<file path="src/hdl/ppao_pkg.sv">
// Shared constants, types and the sine table builder for the phase accumulator oscillator.
package ppao_pkg;

    localparam int MAX_VOICES   = 128;
    localparam int SINE_ENTRIES = 1028;

    localparam int VIDX_W = (MAX_VOICES > 1) ? $clog2(MAX_VOICES) : 1;
    localparam int CNT_W  = $clog2(MAX_VOICES + 1);
    localparam int SIDX_W = $clog2(SINE_ENTRIES);
    localparam int VAL_W  = 9;
    localparam int SUM_W  = VAL_W + CNT_W;
    localparam int SC_W   = SUM_W + 5;
    localparam int DCNT_W = $clog2(SC_W + 1);

    localparam logic [1:0] SHAPE_SAW    = 2'd0;
    localparam logic [1:0] SHAPE_SQUARE = 2'd1;
    localparam logic [1:0] SHAPE_TRI    = 2'd2;
    localparam logic [1:0] SHAPE_SINE   = 2'd3;

    localparam logic REQ_LOAD = 1'b0;
    localparam logic REQ_TICK = 1'b1;

    localparam logic CFG_WAVE_SHAPE = 1'b0;
    localparam logic CFG_VOLUME     = 1'b1;

    localparam logic [3:0] VOLUME_RESET = 4'd6;
    localparam logic [3:0] VOLUME_FULL  = 4'd8;

    localparam logic [31:0] PHASE_HALF = 32'h7FFF_FFFF;

    localparam logic [63:0] HALF_PI_Q30 = 64'd1686629713;
    localparam logic [63:0] ONE_Q30     = 64'h4000_0000;

    typedef enum logic [2:0] {
        S_IDLE,
        S_RUN,
        S_SCALE,
        S_DIVGO,
        S_DIV,
        S_OUT
    } state_t;

    typedef logic signed [7:0] sine_rom_t [SINE_ENTRIES];

    // restoring long division, used only for the table math at elaboration
    function automatic logic [63:0] udiv64(input logic [63:0] num, input logic [63:0] den);
        logic [64:0] rem;
        logic [63:0] quo;
        rem = '0;
        quo = '0;
        for (int b = 63; b >= 0; b--)
        begin
            rem = {rem[63:0], num[b]};
            if (rem >= {1'b0, den})
            begin
                rem    = rem - {1'b0, den};
                quo[b] = 1'b1;
            end
        end
        return quo;
    endfunction

    // sin of a quarter-turn fraction in Q30, Taylor series to eight terms
    function automatic logic [63:0] quarter_sine(input logic [63:0] u);
        logic [63:0] x;
        logic [63:0] x2;
        logic [63:0] term;
        logic [63:0] s;
        logic [63:0] den;
        if (u >= ONE_Q30) begin
            return ONE_Q30;
        end
        x    = (u * HALF_PI_Q30) >> 30;
        x2   = (x * x) >> 30;
        term = x;
        s    = x;
        for (int k = 1; k <= 7; k++) begin
            den  = 64'((2 * k) * (2 * k + 1));
            term = udiv64((term * x2) >> 30, den);
            if (k % 2 == 1) begin
                s = s - term;
            end else begin
                s = s + term;
            end
        end
        return s;
    endfunction

    // elaboration-time build of the truncated 127*sin table
    function automatic sine_rom_t build_sine();
        sine_rom_t   rom;
        logic [63:0] t;
        logic [63:0] u;
        logic [63:0] m;
        logic [1:0]  q;
        logic [7:0]  mag;
        for (int i = 0; i < SINE_ENTRIES; i++) begin
            t   = udiv64(64'(i) << 32, 64'(SINE_ENTRIES));
            q   = t[31:30];
            u   = t & (ONE_Q30 - 64'd1);
            if (q[0]) begin
                u = ONE_Q30 - u;
            end
            m   = (64'd127 * quarter_sine(u)) >> 30;
            mag = m[7:0];
            rom[i] = q[1] ? -$signed(mag) : $signed(mag);
        end
        return rom;
    endfunction

endpackage

</file>
<file path="src/hdl/ppao_div.sv">
// Restoring divider, one quotient bit per cycle, truncates toward zero.
module ppao_div (
    input  logic                               clk,
    input  logic                               rst_n,
    input  logic                               start,
    input  logic signed [ppao_pkg::SC_W-1:0]   dividend,
    input  logic [ppao_pkg::CNT_W-1:0]         divisor,
    output logic                               busy,
    output logic signed [ppao_pkg::SC_W-1:0]   quotient
);

    localparam int SC_W   = ppao_pkg::SC_W;
    localparam int CNT_W  = ppao_pkg::CNT_W;
    localparam int DCNT_W = ppao_pkg::DCNT_W;

    logic              busy_reg,  busy_next;
    logic [DCNT_W-1:0] cnt_reg,   cnt_next;
    logic [CNT_W-1:0]  rem_reg,   rem_next;
    logic [SC_W-1:0]   quo_reg,   quo_next;
    logic [CNT_W-1:0]  dsr_reg,   dsr_next;
    logic              neg_reg,   neg_next;
    logic [CNT_W:0]    trial;
    logic              fits;

    assign trial = {rem_reg, quo_reg[SC_W-1]};
    assign fits  = (trial >= {1'b0, dsr_reg});

    always_comb
    begin
        busy_next = busy_reg;
        cnt_next  = cnt_reg;
        rem_next  = rem_reg;
        quo_next  = quo_reg;
        dsr_next  = dsr_reg;
        neg_next  = neg_reg;
        if (start) begin
            busy_next = 1'b1;
            cnt_next  = DCNT_W'(SC_W);
            rem_next  = '0;
            quo_next  = dividend[SC_W-1] ? SC_W'(-dividend) : SC_W'(dividend);
            dsr_next  = divisor;
            neg_next  = dividend[SC_W-1];
        end else if (busy_reg) begin
            rem_next  = fits ? CNT_W'(trial - {1'b0, dsr_reg}) : trial[CNT_W-1:0];
            quo_next  = {quo_reg[SC_W-2:0], fits};
            cnt_next  = cnt_reg - 1'b1;
            if (cnt_reg == DCNT_W'(1)) begin
                busy_next = 1'b0;
            end
        end
    end

    always_ff @(posedge clk or negedge rst_n)
    begin
        if (!rst_n) begin
            busy_reg <= 1'b0;
            cnt_reg  <= '0;
        end else begin
            busy_reg <= busy_next;
            cnt_reg  <= cnt_next;
        end
    end

    always_ff @(posedge clk)
    begin
        rem_reg <= rem_next;
        quo_reg <= quo_next;
        dsr_reg <= dsr_next;
        neg_reg <= neg_next;
    end

    assign busy     = busy_reg;
    assign quotient = neg_reg ? -$signed(quo_reg) : $signed(quo_reg);

endmodule

</file>
<file path="config.mk">
export PLATFORM = sky130hd
export DESIGN_NAME = ppao_div
export DESIGN_NICKNAME = d
export VERILOG_FILES = /design/src/hdl/ppao_pkg.sv /design/src/hdl/ppao_div.sv
export SDC_FILE = /design/constraint.sdc
export NUM_CORES = 1
export LEC_CHECK = 0
export BUFFER_PORTS_ARGS = -buffer_cell sky130_fd_sc_hd__buf_2
export CAP_MARGIN = 40
export CORE_MARGIN = 1
export CORE_UTILIZATION = 63
export CTS_BUF_LIST = sky130_fd_sc_hd__clkbuf_4
export CTS_CLUSTER_DIAMETER = 150
export DETAILED_ROUTE_END_ITERATION = 10
export GPL_TIMING_DRIVEN = 0
export MAX_ROUTING_LAYER = met4
export PLACE_DENSITY = 0.89
export SETUP_SLACK_MARGIN = 0.15
export SYNTH_ARGS = -nofsm -noshare
export SYNTH_HDL_FRONTEND = slang
export SYNTH_SLANG_ARGS = --single-unit
</file>
<file path="constraint.sdc">
create_clock -name clk -period 5.65 [get_ports clk]
set_input_delay 1.13 -clock clk [delete_from_list [all_inputs] [get_ports clk]]
set_output_delay 1.13 -clock clk [all_outputs]
set_load 0.01 [all_outputs]
</file>
==> flow_summary.yaml <==
status:
  status: "finished clean"
timing:
  fin_worst_skew_ns: 0.00725
  finalHoldViolCount: 0
  finalCriticalPeriod_ns: 3.92
  fin_crit_sh_pct: 69.4
  final.setup.tns_ns: 0
  max_freq_mhz: 255
  report.final.slew_viol_count: 0
  worst_pin_slew_ns: 0.855
  finalSetupViolCount: 0
  rsz0062_at_grt: "false"
  max-slew-margin-rel_pct: 42.9
route:
  routedWlPerCell_um: 16.1
  final_antenna_net_count: 0
  firstDrtPassIters: 5
  route.detailed.drc: 0
  vias_per_cell: 6.00
  drt_first_iter_violations: 229
  wl_mm: 7.21
  vias: 2694
synthesis:
  synth_warnings: 0
  seq_area_frac_synth_pct: 40.2
  synthCells: 319
  yosysUniqueCellTypes: 50
  async_flop_share_pct: 13.3
  syn_area_per_cell_um2: 9.68
  synth_nets: 365
  ys.flop_type: "edfxtp_1"
  synth_edf_count: 31
  ys_ff_latch: 45
  netlist_area_mm2: 0.00309
floorplanning:
  die-area_mm2: 0.00519
  die_y_um: 72.0
  initial_utilization_pct: 65.4
  die_w_um: 72.0
  rows: 25
  ioPinCount: 56
  core_mm2: 0.00472
power:
  seq_power_share_pct: 45.1
  power_switching_uw: 381
  switching_share_pct: 36.9
  intPower_uw: 651
  comb_power_share_pct: 39.5
  fin_total_pwr_mw: 1.03
  vdd_drop_max_mv: 0.158
  power.density_mw_per_mm2: 295
  pwr-share-clk_pct: 15.4
  leakage_nw: 1.40
clock_network:
  post-cts-setup-buffers: 0
  clockBufferDepth: 2
  cts_tree: "built"
  path_clk_slew_ns: 0.13
  clk_root_buffer_cell: "clkbuf_4"
  insertion_delay_ns: 0.36
  cts_resized: 0
  cts_made_buffers: 5
  cts.sinks: 45
  holdBufCountCts: 0
  htreeDepth: 2
critical_path:
  required_ns: 4.52
  end_kind: "primary output"
  r2r_cells: 8
  cp_cell_sequence: "or3_1 > or4_4 > or4_4 > o41ai_2 > xnor2_1 > buf_2"
  path_max_fanout: 4
  cp_common_cell: "or4_4"
  cp_slowest_cell: "or4_4"
  crit_arrival_ns: 2.79
  startpoint_type: "register"
  crit_type: "register to primary output"
  cp_slowest_stage_delay_ns: 0.48
cells_and_area:
  num_antenna_cells: 0
  largest_register_ffs: 22
  stdcell_area_mm2: 0.00350
  drive_above_1_share_pct: 20.9
  area_growth_pct: 13.5
  final_net_count: 427
  fillers: 339
placement:
  place_area_mm2: 0.00345
  routabilityCongestion: 0.834
  place.detailed.hpwl_mm: 5.42
  portBuffers: 55
global_route:
  grt_max_degree: 23
  antenna_found_initial: 0
  grtUsageTotal_pct: 30.3
  globalRoute.totalOverflow: 0
  grt_pass1_wl_mm: 11.5
  grt_pass1_vias: 2521
job:
  maxCapViolCount: 0
min_path:
  hold_path_depth: 2
  worstHoldPathType: "register to register"
-- per-layer routing --
metal / vias to the layer above / part of all wire, % / GRT usage, %
met2: 134 / 50 / 50.3
met5: - / 0 / -
li1: 1281 / - / -
met1: 1261 / 40 / 37.0
met4: 0 / 1.7 / 10.9
met3: 18 / 8.2 / 5.69
-- path summary, 6_finish.rpt --
check / startpoint / to / slack [ns]
max: quo_reg[4] / quotient[19] / 1.73
max reg2reg: quo_reg[21] / rem_reg[6] / 3.35
min reg2reg: rem_reg[6] / rem_reg[6] / 0.50
min in group asynchronous: rst_n / cnt_reg[4] / 0.56
min: rem_reg[6] / rem_reg[6] / 0.50
max in group asynchronous: rst_n / cnt_reg[3] / 4.95
-- cell usage after synthesis, types with 11 or more instances --
library cell	n	area, µm²
xor2_1	21	184
nand2_1	19	71.3
inv_1	18	67.6
ha_1	12	150
a21oi_1	23	115
nor2_1	35	131
xnor2_1	27	236
o21ai_1	11	55.1
edfxtp_1	31	931
o31ai_1	12	90.1
-- power groups by stage --
stage / Clock, mW / Sequential [mW] / Combinational [mW]
2_1_floorplan: 0 / 0.454 / 0.296
5_1_grt: 0.170 / 0.472 / 0.454
6_report: 0.159 / 0.466 / 0.408
3_3_place_gp: 0 / 0.467 / 0.385
3_5_place_dp: 0 / 0.472 / 0.401
4_1_cts: 0.159 / 0.464 / 0.404
-- cells by family (layout without fill, tap and decap cells) --
logic type / count (synthesis) / count (layout) / synth area share [%]
and+or+nand+nor: 96 / 96 / 16.5
AOI/OAI and AO/OA: 78 / 78 / 17.4
xor gates and xnor gates: 48 / 48 / 13.6
DFF: 45 / 45 / 40.2
buffers and inverters: 32 / 95 / 4.25
adders and majority gates: 13 / 13 / 5.51
muxes: 7 / 7 / 2.47
-- layout by cell type (no fill, tap or decap), drive strengths merged, types with 2 or more instances in the layout --
cell type,count
xor2,21
mux2,2
xnor2,27
nand2,19
or3,5
nand3b,2
a21oi,23
nand3,3
nor2b,4
o31ai,14
dfxtp,8
inv,18
o41ai,8
o21ai,19
or4b,2
dfrtp,6
nand2b,8
a21o,4
a211oi,4
clkbuf,14
ha,12
or2,2
or4,9
nor2,35
mux2i,5
buf,61
edfxtp,31
-- metrics by stage --
stage | hold WS (ns) | instances | util [%] | worst slack [ns]
final | 0.496 | 449 | 74.2 | 1.73
after global routing | 0.522 | 449 | 74.2 | 1.65
after CTS | 0.501 | 449 | 74.2 | 1.73
after detailed placement | 0.483 | 441 | 73.0 | 2.17
after global placement | 0.467 | 441 | 73.0 | 2.24
after floorplan | 0.451 | 319 | - | 2.41
-- critical path: cells and delay by family, from the launching register on --
family	cells	cell delay, ns
buffers and inverters	1	0.15
XOR/XNOR	1	0.16
AO/OA/AOI/OAI	1	0.27
AND/OR/NAND/NOR	3	1.40
flip-flops	1	0.46
-- layout make-up --
cell class                      count  area [µm²]  area share, %
Multi-Input combinational cell    242        1720           49.0
Sequential cell                    45        1240           35.4
Timing Repair Buffer               55         275           7.86
Tap cell                           67        83.8           2.39
Inverter                           18        67.6           1.93
Buffer                             14        63.8           1.82
Clock buffer                        6        45.0           1.29
Clock inverter                      2        11.3          0.321
No activity file was read; power rests on OpenSTA's default activity.
